===== src/rtl/yrsi_pkg.sv =====
// Package for the yaw-rate segment integrator: transaction structs, state codes,
// register indexes and the fixed-point constants of the rate, filter and gain path.
// No dependencies.
`default_nettype none

package yrsi_pkg;

   // configuration port
   localparam int CSR_INDEX_W = 2;
   localparam int CSR_DATA_W  = 24;
   localparam logic [CSR_INDEX_W-1:0] CSR_GYRO_OFFSET    = 2'd0;
   localparam logic [CSR_INDEX_W-1:0] CSR_GYRO_SCALE     = 2'd1;
   localparam logic [CSR_INDEX_W-1:0] CSR_SEGMENT_LENGTH = 2'd2;

   localparam logic [23:0] GYRO_SCALE_RESET     = 24'd1023000;
   localparam logic [15:0] SEGMENT_LENGTH_RESET = 16'd10000;

   // run log
   localparam int LOG_DEPTH     = 2048;
   localparam int ENTRY_COUNT_W = 12;

   // rate path, Q8 dps
   localparam int RATE_CLAMP    = 30720;
   localparam int RATE_DEADBAND = 12;
   localparam int ROUND_Q16     = 32768;
   localparam int ROUND_Q24     = 8388608;

   // shift-add multiplier
   localparam int MUL_A_W   = 33;
   localparam int MUL_B_W   = 24;
   localparam int MUL_P_W   = MUL_A_W + MUL_B_W;
   localparam int MUL_CNT_W = $clog2(MUL_B_W);

   localparam logic [MUL_B_W-1:0] ALPHA_Q16 = 24'd18350;
   localparam logic [MUL_B_W-1:0] ANGLE_K   = 24'd18740;

   // gain curve, Q16
   localparam logic [18:0] GAIN_MAX_Q16 = 19'd406323;
   localparam logic [18:0] GAIN_MIN_Q16 = 19'd275251;
   localparam logic [14:0] KNEE_LOW     = 15'd2048;
   localparam logic [14:0] KNEE_HIGH    = 15'd16640;
   localparam int          KNEE_SPAN    = 14592;
   localparam logic [30:0] KNEE_ROUND   = 31'(KNEE_SPAN / 2);

   // restoring divider for the gain slope
   localparam int DIV_STEPS = 17;
   localparam int DIV_CNT_W = $clog2(DIV_STEPS);
   localparam logic [30:0] KNEE_SPAN_ALIGNED = 31'(KNEE_SPAN * (1 << (DIV_STEPS - 1)));

   typedef struct packed {
      logic               run_flag;
      logic signed [15:0] gyro_raw;
      logic [12:0]        travel_step_um;
   } req_type;

   typedef struct packed {
      logic [10:0]        entry_index;
      logic [26:0]        distance_from_start_um;
      logic signed [39:0] angle_error;
   } rsp_type;

   typedef struct packed {
      logic               start;
      logic [MUL_A_W-1:0] a;
      logic [MUL_B_W-1:0] b;
   } mul_req_type;

   typedef struct packed {
      logic               done;
      logic [MUL_P_W-1:0] product;
   } mul_rsp_type;

   typedef enum logic [3:0] {
      ST_IDLE,
      ST_RATE,
      ST_FILT,
      ST_ALPHA,
      ST_GAIN,
      ST_DIV,
      ST_KGO,
      ST_KMUL,
      ST_ANGLE,
      ST_ACCUM,
      ST_EMIT
   } state_type;

endpackage

`default_nettype wire


===== src/rtl/yrsi_mul.sv =====
// Unsigned shift-add multiplier, one multiplier bit per cycle, LSB first.
// Depends on yrsi_pkg for widths and the request/response structs.
`default_nettype none

module yrsi_mul (
   input  wire logic                 clock,
   input  wire logic                 reset,
   input  wire yrsi_pkg::mul_req_type mul_req,
   output yrsi_pkg::mul_rsp_type     mul_rsp
);

   logic                             busy_ff, busy_in;
   logic                             done_ff, done_in;
   logic [yrsi_pkg::MUL_CNT_W-1:0]   cnt_ff, cnt_in;
   logic [yrsi_pkg::MUL_A_W-1:0]     a_ff, a_in;
   logic [yrsi_pkg::MUL_P_W-1:0]     p_ff, p_in;
   logic [yrsi_pkg::MUL_A_W:0]       sum;

   always_comb begin
      sum = {1'b0, p_ff[yrsi_pkg::MUL_P_W-1:yrsi_pkg::MUL_B_W]}
          + (p_ff[0] ? {1'b0, a_ff} : '0);
      busy_in = busy_ff;
      done_in = 1'b0;
      cnt_in  = cnt_ff;
      a_in    = a_ff;
      p_in    = p_ff;
      if (mul_req.start) begin
         busy_in = 1'b1;
         cnt_in  = '0;
         a_in    = mul_req.a;
         p_in    = {{yrsi_pkg::MUL_A_W{1'b0}}, mul_req.b};
      end else if (busy_ff) begin
         // add on the low bit, shift the partial product right
         p_in   = {sum, p_ff[yrsi_pkg::MUL_B_W-1:1]};
         cnt_in = cnt_ff + 1'b1;
         if (cnt_ff == yrsi_pkg::MUL_CNT_W'(yrsi_pkg::MUL_B_W - 1)) begin
            busy_in = 1'b0;
            done_in = 1'b1;
         end
      end
   end

   always_ff @(posedge clock) begin
      if (reset) begin
         busy_ff <= 1'b0;
         done_ff <= 1'b0;
         cnt_ff  <= '0;
      end else begin
         busy_ff <= busy_in;
         done_ff <= done_in;
         cnt_ff  <= cnt_in;
      end
   end

   always_ff @(posedge clock) begin
      a_ff <= a_in;
      p_ff <= p_in;
   end

   assign mul_rsp.done    = done_ff;
   assign mul_rsp.product = p_ff;

endmodule

`default_nettype wire


===== src/rtl/yaw_rate_segment_integrator.sv =====
// Yaw-rate segment integrator top level: tick sequencer, divider and segment log.
// Depends on yrsi_pkg and yrsi_mul.
//
//   channel | direction | handshake             | payload
//   req_    | in        | req_valid / req_stall | yrsi_pkg::req_type
//   rsp_    | out       | rsp_valid / rsp_stall | yrsi_pkg::rsp_type
//   csr_    | in        | csr_wr_en             | csr_index, csr_wr_data
//
// A tick with the run flag low leaves the sequencer idle. A running tick holds req_stall
// through four passes of the 24-step shift-add multiplier, plus the 17-step gain divider
// when the filtered rate lies on the gain slope.
// Reset is synchronous and restores the register defaults and clears all run state.
// A result waits in the output register; the next tick is taken meanwhile and only
// stalls at its own log write while that result is still pending.
`default_nettype none

module yaw_rate_segment_integrator (
   input  wire logic                                clock,
   input  wire logic                                reset,
   input  wire logic                                req_valid,
   output logic                                     req_stall,
   input  wire yrsi_pkg::req_type                   req_data,
   output logic                                     rsp_valid,
   input  wire logic                                rsp_stall,
   output yrsi_pkg::rsp_type                        rsp_data,
   input  wire logic                                csr_wr_en,
   input  wire logic [yrsi_pkg::CSR_INDEX_W-1:0]    csr_index,
   input  wire logic [yrsi_pkg::CSR_DATA_W-1:0]     csr_wr_data
);

   yrsi_pkg::state_type    state_ff, state_in;
   yrsi_pkg::mul_req_type  mul_req;
   yrsi_pkg::mul_rsp_type  mul_rsp;
   yrsi_pkg::req_type      req_ff, req_in;
   yrsi_pkg::rsp_type      rsp_data_ff, rsp_data_in;

   logic                                 rsp_valid_ff, rsp_valid_in;
   logic                                 prev_start_ff, prev_start_in;
   logic                                 neg_ff, neg_in;
   logic signed [15:0]                   offset_ff, offset_in;
   logic [23:0]                          scale_ff, scale_in;
   logic [15:0]                          seglen_ff, seglen_in;
   logic signed [15:0]                   rate_ff, rate_in;
   logic signed [15:0]                   filt_ff, filt_in;
   logic [18:0]                          gain_ff, gain_in;
   logic [30:0]                          rem_ff, rem_in;
   logic [30:0]                          dvs_ff, dvs_in;
   logic [15:0]                          quo_ff, quo_in;
   logic [yrsi_pkg::DIV_CNT_W-1:0]       div_cnt_ff, div_cnt_in;
   logic [25:0]                          delta_ff, delta_in;
   logic signed [39:0]                   angle_ff, angle_in;
   logic [16:0]                          seg_ff, seg_in;
   logic [26:0]                          total_ff, total_in;
   logic [yrsi_pkg::ENTRY_COUNT_W-1:0]   count_ff, count_in;

   logic                accept;
   logic signed [16:0]  raw_diff;
   logic [16:0]         raw_abs;
   logic [41:0]         rate_ext, rate_round;
   logic signed [25:0]  rate_full;
   logic signed [15:0]  rate_clamped;
   logic signed [16:0]  alpha_diff;
   logic [16:0]         alpha_abs;
   logic [32:0]         alpha_ext, alpha_round;
   logic signed [17:0]  filt_sum;
   logic [15:0]         filt_abs16;
   logic [14:0]         filt_abs;
   logic                div_ge;
   logic [49:0]         angle_ext, angle_round;
   logic [40:0]         angle_sum;
   logic [17:0]         seg_sum;
   logic [27:0]         total_sum;
   logic [26:0]         total_sat;
   logic                emit_hit;
   logic                out_free;
   logic                emit_fire;

   yrsi_mul u_mul (
      .clock   (clock),
      .reset   (reset),
      .mul_req (mul_req),
      .mul_rsp (mul_rsp)
   );

   assign accept   = req_valid && !req_stall;
   assign out_free = !rsp_valid_ff || !rsp_stall;

   // operand preparation
   always_comb begin
      raw_diff = $signed({req_data.gyro_raw[15], req_data.gyro_raw})
               - $signed({offset_ff[15], offset_ff});
      raw_abs  = raw_diff[16] ? 17'(-raw_diff) : 17'(raw_diff);

      alpha_diff = $signed({rate_ff[15], rate_ff}) - $signed({filt_ff[15], filt_ff});
      alpha_abs  = alpha_diff[16] ? 17'(-alpha_diff) : 17'(alpha_diff);

      filt_abs16 = filt_ff[15] ? 16'(-filt_ff) : 16'(filt_ff);
      filt_abs   = filt_abs16[14:0];
   end

   // result shaping: sign, round half up, clamp, deadband; accumulator sums and the emit test
   always_comb begin
      rate_ext   = {2'b00, mul_rsp.product[39:0]};
      rate_round = (neg_ff ? (~rate_ext + 42'd1) : rate_ext) + 42'(yrsi_pkg::ROUND_Q16);
      rate_full  = $signed(rate_round[41:16]);
      if (rate_full > yrsi_pkg::RATE_CLAMP) begin
         rate_clamped = 16'(yrsi_pkg::RATE_CLAMP);
      end else if (rate_full < -yrsi_pkg::RATE_CLAMP) begin
         rate_clamped = 16'(-yrsi_pkg::RATE_CLAMP);
      end else begin
         rate_clamped = rate_full[15:0];
      end
      if (rate_clamped >= -yrsi_pkg::RATE_DEADBAND
          && rate_clamped <= yrsi_pkg::RATE_DEADBAND) begin
         rate_clamped = '0;
      end

      alpha_ext   = {2'b00, mul_rsp.product[30:0]};
      alpha_round = (neg_ff ? (~alpha_ext + 33'd1) : alpha_ext)
                  + 33'(yrsi_pkg::ROUND_Q16);
      filt_sum    = $signed({{2{filt_ff[15]}}, filt_ff})
                  + $signed({alpha_round[32], alpha_round[32:16]});

      angle_ext   = {2'b00, mul_rsp.product[47:0]};
      angle_round = (neg_ff ? (~angle_ext + 50'd1) : angle_ext)
                  + 50'(yrsi_pkg::ROUND_Q24);

      angle_sum = $signed({angle_ff[39], angle_ff})
                + $signed({{15{delta_ff[25]}}, delta_ff});
      seg_sum   = {1'b0, seg_ff} + {5'b0, req_ff.travel_step_um};
      total_sum = {1'b0, total_ff} + {11'b0, seg_ff};
      total_sat = total_sum[27] ? '1 : total_sum[26:0];

      div_ge = rem_ff >= dvs_ff;

      emit_hit  = ({1'b0, seg_ff} >= {2'b00, seglen_ff})
               && ({1'b0, count_ff} < (yrsi_pkg::ENTRY_COUNT_W + 1)'(yrsi_pkg::LOG_DEPTH));
      emit_fire = (state_ff == yrsi_pkg::ST_EMIT) && emit_hit && out_free;
   end

   // next state
   always_comb begin
      state_in = state_ff;
      case (state_ff)
         yrsi_pkg::ST_IDLE: begin
            if (accept && req_data.run_flag) state_in = yrsi_pkg::ST_RATE;
         end
         yrsi_pkg::ST_RATE: begin
            if (mul_rsp.done) state_in = yrsi_pkg::ST_FILT;
         end
         yrsi_pkg::ST_FILT: state_in = yrsi_pkg::ST_ALPHA;
         yrsi_pkg::ST_ALPHA: begin
            if (mul_rsp.done) state_in = yrsi_pkg::ST_GAIN;
         end
         yrsi_pkg::ST_GAIN: begin
            if (filt_abs < yrsi_pkg::KNEE_HIGH && filt_abs > yrsi_pkg::KNEE_LOW) begin
               state_in = yrsi_pkg::ST_DIV;
            end else begin
               state_in = yrsi_pkg::ST_KGO;
            end
         end
         yrsi_pkg::ST_DIV: begin
            if (div_cnt_ff == yrsi_pkg::DIV_CNT_W'(yrsi_pkg::DIV_STEPS - 1)) begin
               state_in = yrsi_pkg::ST_KGO;
            end
         end
         yrsi_pkg::ST_KGO: state_in = yrsi_pkg::ST_KMUL;
         yrsi_pkg::ST_KMUL: begin
            if (mul_rsp.done) state_in = yrsi_pkg::ST_ANGLE;
         end
         yrsi_pkg::ST_ANGLE: begin
            if (mul_rsp.done) state_in = yrsi_pkg::ST_ACCUM;
         end
         yrsi_pkg::ST_ACCUM: state_in = yrsi_pkg::ST_EMIT;
         yrsi_pkg::ST_EMIT: begin
            // hold while the previous log entry is still waiting
            if (!emit_hit || out_free) state_in = yrsi_pkg::ST_IDLE;
         end
         default: state_in = yrsi_pkg::ST_IDLE;
      endcase
   end

   // sequencer outputs
   always_comb begin
      req_stall     = state_ff != yrsi_pkg::ST_IDLE;
      mul_req.start = 1'b0;
      mul_req.a     = '0;
      mul_req.b     = '0;
      case (state_ff)
         yrsi_pkg::ST_IDLE: begin
            mul_req.start = accept && req_data.run_flag;
            mul_req.a     = {17'b0, raw_abs[15:0]};
            mul_req.b     = scale_ff;
         end
         yrsi_pkg::ST_FILT: begin
            mul_req.start = 1'b1;
            mul_req.a     = {17'b0, alpha_abs[15:0]};
            mul_req.b     = yrsi_pkg::ALPHA_Q16;
         end
         yrsi_pkg::ST_KGO: begin
            mul_req.start = 1'b1;
            mul_req.a     = {14'b0, gain_ff};
            mul_req.b     = yrsi_pkg::ANGLE_K;
         end
         yrsi_pkg::ST_KMUL: begin
            mul_req.start = mul_rsp.done;
            mul_req.a     = mul_rsp.product[32:0];
            mul_req.b     = {9'b0, filt_abs};
         end
         default: begin
            mul_req.start = 1'b0;
         end
      endcase
   end

   // datapath
   always_comb begin
      req_in        = req_ff;
      prev_start_in = prev_start_ff;
      neg_in        = neg_ff;
      offset_in     = offset_ff;
      scale_in      = scale_ff;
      seglen_in     = seglen_ff;
      rate_in       = rate_ff;
      filt_in       = filt_ff;
      gain_in       = gain_ff;
      rem_in        = rem_ff;
      dvs_in        = dvs_ff;
      quo_in        = quo_ff;
      div_cnt_in    = div_cnt_ff;
      delta_in      = delta_ff;
      angle_in      = angle_ff;
      seg_in        = seg_ff;
      total_in      = total_ff;
      count_in      = count_ff;
      rsp_data_in   = rsp_data_ff;
      rsp_valid_in  = rsp_valid_ff && rsp_stall;

      if (csr_wr_en) begin
         case (csr_index)
            yrsi_pkg::CSR_GYRO_OFFSET:    offset_in = csr_wr_data[15:0];
            yrsi_pkg::CSR_GYRO_SCALE:     scale_in  = csr_wr_data[23:0];
            yrsi_pkg::CSR_SEGMENT_LENGTH: seglen_in = csr_wr_data[15:0];
            default: ;
         endcase
      end

      case (state_ff)
         yrsi_pkg::ST_IDLE: begin
            if (accept) begin
               req_in = req_data;
               if (!req_data.run_flag) begin
                  prev_start_in = 1'b0;
               end else begin
                  prev_start_in = 1'b1;
                  neg_in        = raw_diff[16];
                  // rising run flag: restart the run
                  if (!prev_start_ff) begin
                     filt_in  = '0;
                     angle_in = '0;
                     seg_in   = '0;
                     total_in = '0;
                  end
               end
            end
         end
         yrsi_pkg::ST_RATE: begin
            if (mul_rsp.done) rate_in = rate_clamped;
         end
         yrsi_pkg::ST_FILT: neg_in = alpha_diff[16];
         yrsi_pkg::ST_ALPHA: begin
            if (mul_rsp.done) begin
               if (filt_sum > yrsi_pkg::RATE_CLAMP) begin
                  filt_in = 16'(yrsi_pkg::RATE_CLAMP);
               end else if (filt_sum < -yrsi_pkg::RATE_CLAMP) begin
                  filt_in = 16'(-yrsi_pkg::RATE_CLAMP);
               end else begin
                  filt_in = filt_sum[15:0];
               end
            end
         end
         yrsi_pkg::ST_GAIN: begin
            if (filt_abs >= yrsi_pkg::KNEE_HIGH) begin
               gain_in = yrsi_pkg::GAIN_MIN_Q16;
            end else if (filt_abs > yrsi_pkg::KNEE_LOW) begin
               rem_in     = {14'(filt_abs - yrsi_pkg::KNEE_LOW), 17'b0} + yrsi_pkg::KNEE_ROUND;
               dvs_in     = yrsi_pkg::KNEE_SPAN_ALIGNED;
               quo_in     = '0;
               div_cnt_in = '0;
            end else begin
               gain_in = yrsi_pkg::GAIN_MAX_Q16;
            end
         end
         yrsi_pkg::ST_DIV: begin
            // one quotient bit per cycle
            rem_in     = div_ge ? rem_ff - dvs_ff : rem_ff;
            dvs_in     = dvs_ff >> 1;
            quo_in     = {quo_ff[14:0], div_ge};
            div_cnt_in = div_cnt_ff + 1'b1;
            gain_in    = yrsi_pkg::GAIN_MAX_Q16 - {2'b00, quo_ff, div_ge};
         end
         yrsi_pkg::ST_KMUL: begin
            if (mul_rsp.done) neg_in = filt_ff[15];
         end
         yrsi_pkg::ST_ANGLE: begin
            if (mul_rsp.done) delta_in = angle_round[49:24];
         end
         yrsi_pkg::ST_ACCUM: begin
            if (angle_sum[40] != angle_sum[39]) begin
               angle_in = angle_sum[40] ? {1'b1, 39'b0} : {1'b0, {39{1'b1}}};
            end else begin
               angle_in = angle_sum[39:0];
            end
            seg_in = seg_sum[17] ? '1 : seg_sum[16:0];
         end
         yrsi_pkg::ST_EMIT: begin
            if (emit_fire) begin
               rsp_data_in.entry_index            = count_ff[10:0];
               rsp_data_in.distance_from_start_um = total_sat;
               rsp_data_in.angle_error            = angle_ff;
               rsp_valid_in = 1'b1;
               total_in     = total_sat;
               seg_in       = '0;
               angle_in     = '0;
               count_in     = count_ff + 1'b1;
            end
         end
         default: ;
      endcase
   end

   always_ff @(posedge clock) begin
      if (reset) begin
         state_ff      <= yrsi_pkg::ST_IDLE;
         rsp_valid_ff  <= 1'b0;
         prev_start_ff <= 1'b0;
         offset_ff     <= '0;
         scale_ff      <= yrsi_pkg::GYRO_SCALE_RESET;
         seglen_ff     <= yrsi_pkg::SEGMENT_LENGTH_RESET;
         filt_ff       <= '0;
         angle_ff      <= '0;
         seg_ff        <= '0;
         total_ff      <= '0;
         count_ff      <= '0;
      end else begin
         state_ff      <= state_in;
         rsp_valid_ff  <= rsp_valid_in;
         prev_start_ff <= prev_start_in;
         offset_ff     <= offset_in;
         scale_ff      <= scale_in;
         seglen_ff     <= seglen_in;
         filt_ff       <= filt_in;
         angle_ff      <= angle_in;
         seg_ff        <= seg_in;
         total_ff      <= total_in;
         count_ff      <= count_in;
      end
   end

   always_ff @(posedge clock) begin
      req_ff      <= req_in;
      neg_ff      <= neg_in;
      rate_ff     <= rate_in;
      gain_ff     <= gain_in;
      rem_ff      <= rem_in;
      dvs_ff      <= dvs_in;
      quo_ff      <= quo_in;
      div_cnt_ff  <= div_cnt_in;
      delta_ff    <= delta_in;
      rsp_data_ff <= rsp_data_in;
   end

   assign rsp_valid = rsp_valid_ff;
   assign rsp_data  = rsp_data_ff;

`ifndef SYNTH
   a_mul_done_expected: assert property (@(posedge clock) disable iff (reset)
      mul_rsp.done |-> (state_ff == yrsi_pkg::ST_RATE || state_ff == yrsi_pkg::ST_ALPHA
                        || state_ff == yrsi_pkg::ST_KMUL || state_ff == yrsi_pkg::ST_ANGLE))
      else $error("multiplier result arrived outside a waiting state");

   a_emit_holds: assert property (@(posedge clock) disable iff (reset)
      (state_ff == yrsi_pkg::ST_EMIT && emit_hit && rsp_valid_ff && rsp_stall)
      |=> (state_ff == yrsi_pkg::ST_EMIT))
      else $error("log entry would overwrite a pending transaction");

   a_count_with_entry: assert property (@(posedge clock) disable iff (reset)
      (!$past(reset) && count_ff != $past(count_ff)) |-> rsp_valid_ff)
      else $error("entry count moved without a new log entry");

   a_filter_bounded: assert property (@(posedge clock) disable iff (reset)
      filt_ff <= yrsi_pkg::RATE_CLAMP && filt_ff >= -yrsi_pkg::RATE_CLAMP)
      else $error("filtered rate left its clamp range");
`endif

endmodule

`default_nettype wire


===== config.mk =====
export PLATFORM = sky130hd
export DESIGN_NAME = yaw_rate_segment_integrator
export DESIGN_NICKNAME = d
export VERILOG_FILES = /design/src/rtl/yrsi_pkg.sv /design/src/rtl/yrsi_mul.sv /design/src/rtl/yaw_rate_segment_integrator.sv
export SDC_FILE = /design/constraint.sdc
export NUM_CORES = 1
export LEC_CHECK = 0
export ABC_AREA = 1
export BUFFER_PORTS_ARGS = -buffer_cell sky130_fd_sc_hd__buf_4
export CAP_MARGIN = 20
export CELL_PAD_IN_SITES_DETAIL_PLACEMENT = 1
export CELL_PAD_IN_SITES_GLOBAL_PLACEMENT = 1
export CORE_MARGIN = 5
export CORE_UTILIZATION = 52
export CTS_BUF_LIST = sky130_fd_sc_hd__clkbuf_8
export CTS_CLUSTER_SIZE = 12
export DETAILED_ROUTE_END_ITERATION = 16
export PLACE_DENSITY = 0.88
export SLEW_MARGIN = 30
export SYNTH_ARGS = -nofsm -noshare
export SYNTH_HDL_FRONTEND = slang
export SYNTH_SLANG_ARGS = --single-unit

===== constraint.sdc =====
create_clock -name clock -period 8.9 [get_ports clock]
set_input_delay 1.78 -clock clock [delete_from_list [all_inputs] [get_ports clock]]
set_output_delay 1.78 -clock clock [all_outputs]
set_load 0.05 [all_outputs]

; After elaboration in Yosys (flattened, before gate mapping)
; Index checks and enable logic that the tools add are counted.
[totals]
reg_bits = 507
in_bits = 61
[classes]
n_bitwise = 4
n_reduce_logical = 41
add_sub_neg = 23
mux = 75
n_eq_ne = 30
order_cmp = 12
[ops]
columns = cell, n
row1 = two-way mux 40 bit, 6
row2 = one-hot mux 57 bit (4 select lines), 1
row3 = two-way mux 16 bit, 12
row4 = two-way mux 31 bit, 5
row5 = two-way mux 27 bit, 5
row6 = one-hot mux 31 bit (2 select lines), 2
row7 = one-hot mux 40 bit (3 select lines), 1
row8 = two-way mux 17 bit, 5
row9 = two-way mux 33 bit, 2
row10 = one-hot mux 16 bit (2 select lines), 2
row11 = one-hot mux 27 bit (2 select lines), 1
row12 = one-hot mux 17 bit (3 select lines), 1
row13 = adder 50 x 1 -> 50 bit (second input constant), 1
row14 = adder 50 x 24 -> 50 bit (second input constant), 1
row15 = two-way mux 50 bit, 1
row16 = inverter 48 -> 50 bit, 1
row17 = two-way mux 24 bit, 2
row18 = one-hot mux 4 bit (11 select lines), 1
row19 = adder 42 x 1 -> 42 bit (second input constant), 1
row20 = adder 42 x 16 -> 42 bit (second input constant), 1
row21 = two-way mux 42 bit, 1
row22 = inverter 40 -> 42 bit, 1
row23 = adder 40 x 26 -> 41 bit, 1
row24 = two-way mux 19 bit, 2
row25 = 63 further kinds, 128

; Depth between registers and ports, before layout
[depth]
ltp_word = 10
ltp_mapped = 38
mapped_depth_nobuf = 37

; By module
; From an unflattened synthesis, not the netlist that was laid out.
[hier_totals]
hier_cells = 4611
hier_area_um2 = 33951.3
[by_module_without_submodules]
columns = module, cells_per_inst, area_per_inst_um2, instances
row1 = yaw_rate_segment_integrator, 3688, 27700.3, 1
row2 = yrsi_mul, 923, 6251.0, 1

; Least setup slack after synthesis
; Ideal clock, no wire load.
[synth_path]
path_type = input to register
startpoint = input port rsp_stall
endpoint = register rsp_data_ff (netlist bit rsp_data[0]) (enable)
arrival_ns = 4.536
path_buffers = 1
stages = 4
required_ns = 8.427
setup_slack_ns = 3.891
cell_sequence = nand2_1 inv_1 nor2_1 clkbuf_1
[synth_via]
elab_chain_len = 4
[synth_lines]
columns = element, line_no
row1 = from (decl), yaw_rate_segment_integrator.sv:24  ; input wire logic rsp_stall,
row2 = zero test 1 bit, yaw_rate_segment_integrator.sv:86  ; assign out_free = !rsp_valid_ff || !rsp_stall;
row3 = logical OR 1 bit, yaw_rate_segment_integrator.sv:86
row4 = logical AND 1 bit, yaw_rate_segment_integrator.sv:138  ; emit_fire = (state_ff == yrsi_pkg::ST_EMIT) && emit_hit && out_free;
row5 = AND reduction 2 bit (no line), --
row6 = to (signal assigned), yaw_rate_segment_integrator.sv:370  ; rsp_data_ff <= rsp_data_in;
row7 = to (decl), yaw_rate_segment_integrator.sv:35  ; yrsi_pkg::rsp_type rsp_data_ff, rsp_data_in;
; No other way between the ends.
; A chain may end at the register's enable or synchronous reset.

; Worst setup path after layout
[layout_path]
startpoint = register u_mul.p_ff[0] (netlist bit)
endpoint = register filt_ff[11]
[layout_via]
elab_chain_len = 10
elab_cells_between_ends = 11
[layout_lines]
columns = element, line_no
row1 = from (decl), yrsi_mul.sv:16  ; logic [yrsi_pkg::MUL_P_W-1:0] p_ff, p_in;
row2 = from (signal assigned), yrsi_mul.sv:57  ; p_ff <= p_in;
row3 = inverter 31 -> 33 bit, yaw_rate_segment_integrator.sv:119  ; alpha_round = (neg_ff ? (~alpha_ext + 33'd1) : alpha_ext)
row4 = adder 33 x 1 -> 33 bit, yaw_rate_segment_integrator.sv:119
row5 = two-way mux 33 bit (*), yaw_rate_segment_integrator.sv:119
row6 = adder 33 x 16 -> 33 bit (*), yaw_rate_segment_integrator.sv:120  ; + 33'(yrsi_pkg::ROUND_Q16);
row7 = adder 16 x 17 -> 18 bit (*), yaw_rate_segment_integrator.sv:122  ; + $signed({alpha_round[32], alpha_round[32:16]});
row8 = less-than comparator 18 x 16 -> 1 bit, yaw_rate_segment_integrator.sv:275  ; end else if (filt_sum < -yrsi_pkg::RATE_CLAMP) begin
row9 = two-way mux 16 bit, yaw_rate_segment_integrator.sv:275
row10 = two-way mux 16 bit (*), yaw_rate_segment_integrator.sv:273  ; if (filt_sum > yrsi_pkg::RATE_CLAMP) begin
row11 = two-way mux 16 bit (*), yaw_rate_segment_integrator.sv:272  ; if (mul_rsp.done) begin
row12 = one-hot mux 16 bit (2 select lines) (*), yaw_rate_segment_integrator.sv:248  ; case (state_ff)
row13 = to (signal assigned), yaw_rate_segment_integrator.sv:352  ; filt_ff <= filt_in;
row14 = to (decl), yaw_rate_segment_integrator.sv:44  ; logic signed [15:0] filt_ff, filt_in;
; Every way passes the cells marked *; elsewhere a longest branch is shown, timed or not. The select of a mux whose other input is x is not followed.

==> impl_results.md <==
* Status: finished, final reports clean
* Total grt overflow at 0
* Cell Pwr Density at between 200 and 250 nW/um^2
* Die Span X at about 260 microns
* FF/Latch Area at about 13000 sq um
* Average size of a mapped cell at ~7.6 sq um
* Period minus WS final at around 5.6 ns
* Distinct cell type count after synthesis at 60
* Antenna-violating nets left at 0
* DP Wirelength at 83.91 mm
* Post-synthesis compound-gate area fraction at approximately 15%
* Worst min path class: reg -> reg
* Setup TNS at 0 ns
* Crit Reg-Reg Endpoint: filt_ff[11]
* EDFF count, synth at between 200 and 300
* LEAKAGE at 16.54 nW
* Logic pwr share at between 30% and 40%
* Hold slack at around 0.46 ns
* Worst slew pin tran at about 1.0 ns
* CP Max Fanout at 37
* P_sw at about 0.0038 W
* Mapped Cells at ~4300
* Setup violations, final at 0
* Antenna violations before repair at 3
* Fill count at 8029
* Vias in the first global route at 31750
* Largest family of logic cells by synthesized area: simple AND/OR/NAND/NOR gates
* Post-CTS Setup Bufs at 0
* Final Hold Viols at 0
* Synth Area in Adders at 8.494%
* Via density at around 5.8
* CTS Buf Count at between 90 and 100
* Layout net count at roughly 4700
* Pin count of the biggest net entering global routing at 77
* #FFs+latches synth at 505
* FF-to-FF path depth at 31
* Post-CTS Hold Fix Bufs at 0
* Final Cycle Share at 62.59%
* Worst Hold End: offset_ff[11]
* GRT Resource Usage Total at roughly a third
* Register share of total power at 35.1%
* Final GP Congestion at between 0.9 and 1
* Latest clock arrival within the worst-skew pair at approximately 0.71 ns
* Placed Area at between 30000 and 40000 sq um
* Synth Warn # at 0
* CTS tree: yes
* CP max-delay cell: ha_1
* Peak supply drop at around 0.17 mV
* Mux share of post-synthesis cell area at 0%
* Top-Level Pins at between 100 and 150
* Hold Crit Depth at 2
* Starting density of the core at 52.22%
* Final Cell Area at about 37000 sq um
* CP Data Required Time at roughly 9.5 ns
* Critical Path Most Common Cell: nand2_1
* Core area at 62850 sq um
* Vias at 30940
* Worst r2r src: u_mul.p_ff[0]
* Remaining DRCs at 0
* Internal power at approximately 0.005 W
* Multi-input gate area at 17220 sq um
* Wire length of the first global-routing pass at approximately 170 mm
* Row Count at a little over 90
* H-tree lvl count at 3
* Max cap viols at 0
* Iter 0 DRT Violations at approximately 2200
* Pins Over Slew Limit at 0
* FFs w/ async S/R, synth at 0%
* Crit start category: flip-flop
* Post_cts resized at 0
* Worst slew margin at between 30% and 40%
* Simple-Gate Fraction of Synth Area at between 20% and 30%
* Wire per inst at approximately 21 microns
* Clock transition at the registers of the reported paths at 0.06 ns
* CTS root buf: clkbuf_8
* Area grow syn2layout at 11.40%
* RSZ-0062 raised after global routing: false
* DIE AREA at a little under 70000 sq um
* CTS Buffer Depth at 3
* Clock share of power at approximately a quarter
* Xor/xnor share of the synthesized area at 4.964%
* Dpl ws at between 3 and 4 ns
* Post-route setup slack at between 3 and 4 ns
* Worst Setup Path Type: reg -> reg
* Fmax achieved at 179.5 MHz
* IO Port Bufs at 140
* Crit end category: flip-flop
* Share of layout cells above drive strength 1 at about a tenth
* Top FF cell, synth: edfxtp_1
* Routed WL at 112.2 mm
* Seq/Total Area, Yosys at 39.68%
* Crit path largest cell delay at between 0.3 and 0.4 ns
* Synth Cell Area at around 33000 sq um
* Crit path DAT at 6.14 ns
* Worst Skew at ~0.032 ns
* Worst hold start: offset_ff[11]
* Pre-antenna DRT Iters at 5
* Height of the die at about 260 microns
* Reg2reg setup slack at roughly 3.3 ns
* Switch share at about 43%
* Clk sink count at between 500 and 600
* Post-Syn Nets at around 4600
-- layout by cell type, fill, tap and decap left out, types with 18 or more instances in the layout --
cell / n
nor2_1: 466
clkbuf_8: 98
a21boi_0: 18
nor2_4: 18
xnor2_1: 56
nand3_1: 193
dfxtp_1: 214
nand2_1: 880
o211ai_1: 24
or2_2: 20
nand4_1: 47
buf_4: 171
edfxtp_1: 291
inv_1: 614
nand2_2: 45
nor3_1: 55
a21oi_1: 408
ha_1: 210
xor2_1: 130
nor2_2: 23
a31oi_1: 45
o21ai_0: 274
-- worst max-delay path by stage --
stage / startpoint / endpoint / slack [ns]
floorplan: rsp_stall / rsp_data[0] / 3.89
global placement: u_mul.p_ff[0] / filt_ff[12] / 3.53
detailed placement: u_mul.p_ff[0] / filt_ff[12] / 3.47
CTS: u_mul.p_ff[0] / filt_ff[11] / 3.39
global route: u_mul.p_ff[0] / filt_ff[11] / 2.81
finish: u_mul.p_ff[0] / filt_ff[11] / 3.33
-- power groups by stage --
stage / Combinational [W] / Clock, W / Sequential (W)
floorplan: 0.00247 / 0 / 0.00300
global placement: 0.00330 / 0 / 0.00311
detailed placement: 0.00341 / 0 / 0.00312
CTS: 0.00346 / 0.00223 / 0.00308
global route: 0.00386 / 0.00235 / 0.00310
finish: 0.00351 / 0.00221 / 0.00309
-- cells by family after synthesis --
| logic type | after synthesis |
|---|---|
| flip-flops | 505 |
| AO/OA/AOI/OAI | 892 |
| buffers and inverters | 691 |
| XOR/XNOR | 186 |
| adder cells (fa/ha/maj) | 218 |
| AND/OR/NAND/NOR | 1799 |
-- Yosys cell counts, drive strengths merged (2+ instances only) --
| library cell | instances | share of area, % |
|---|---|---|
| nand2 | 937 | 11 |
| inv | 581 | 6.6 |
| nor2 | 508 | 6.4 |
| a21oi | 420 | 6.5 |
| edfxtp | 291 | 27 |
| o21ai | 287 | 4.4 |
| dfxtp | 214 | 13 |
| ha | 210 | 8.0 |
| nand3 | 202 | 3.2 |
| xor2 | 130 | 3.5 |
| clkbuf | 93 | 1.1 |
| nor3 | 57 | 0.88 |
| xnor2 | 56 | 1.5 |
| nand4 | 48 | 0.93 |
| a31oi | 45 | 0.86 |
| o211ai | 24 | 0.55 |
| or2 | 20 | 0.38 |
| a21boi | 18 | 0.41 |
| o2111ai | 16 | 0.43 |
| o21a | 14 | 0.32 |
| o21bai | 14 | 0.32 |
| buf | 13 | 0.28 |
| o22ai | 10 | 0.19 |
| a22oi | 9 | 0.21 |
| fa | 8 | 0.49 |
| nand3b | 8 | 0.18 |
| nor4 | 8 | 0.15 |
| o221ai | 8 | 0.21 |
| o31ai | 8 | 0.18 |
| a32oi | 6 | 0.16 |
| clkinv | 4 | 0.046 |
| nor3b | 4 | 0.092 |
| a21o | 3 | 0.069 |
| a221oi | 3 | 0.080 |
| and3 | 3 | 0.057 |
| a2111oi | 2 | 0.053 |
| a211oi | 2 | 0.046 |
| and2 | 2 | 0.038 |
-- critical path, delay by kind of cell, from the launching register on --
kind                       cells  cell delay, ns
and+or+nand+nor               15            1.79
AOI/OAI and AO/OA              7            1.29
buffers and inverters          5            0.91
adders and majority gates      2            0.59
xor gates and xnor gates       2            0.51
DFF                            1            0.36
-- routing by layer --
layer	wire (microns)	part of all wire, %	track usage (%)	up-vias
li1	-	-	-	14650
met1	47750	43	41.89	15110
met2	52890	47	53.81	921
met3	6878	6.1	4.869	256
met4	4642	4.1	11.80	4
met5	21	0.019	0	-
-- through the flow --
| stage | util (%) | total power, W | cells |
|---|---|---|---|
| 6_report | 58.17 | 0.008800 | 5373 |
| 2_1_floorplan | - | 0.005468 | 4291 |
| 5_1_grt | 58.16 | 0.009314 | 5372 |
| 3_3_place_gp | 55.32 | 0.006405 | 5202 |
| 3_5_place_dp | 55.33 | 0.006529 | 5202 |
| 4_1_cts | 58.16 | 0.008763 | 5372 |
-- registers in the layout, summed over array words and instances (netlist names), 24 cells and up --
register,flops
rsp_data,78
u_mul.p_ff,57
angle_ff,40
u_mul.a_ff,33
rem_ff,31
dvs_ff,30
total_ff,27
delta_ff,26
scale_ff,24
-- final cells by class --
cell class                      instances  area share, %
Clock buffer                           98          3.689
Antenna cell                            1       0.006845
Timing Repair Buffer                  171          3.511
Sequential cell                       505          35.62
Tap cell                              846          2.895
Clock inverter                         72          1.170
Inverter                              585          6.006
Multi-Input combinational cell       3095          47.10
(Power assumes the default switching activity.)
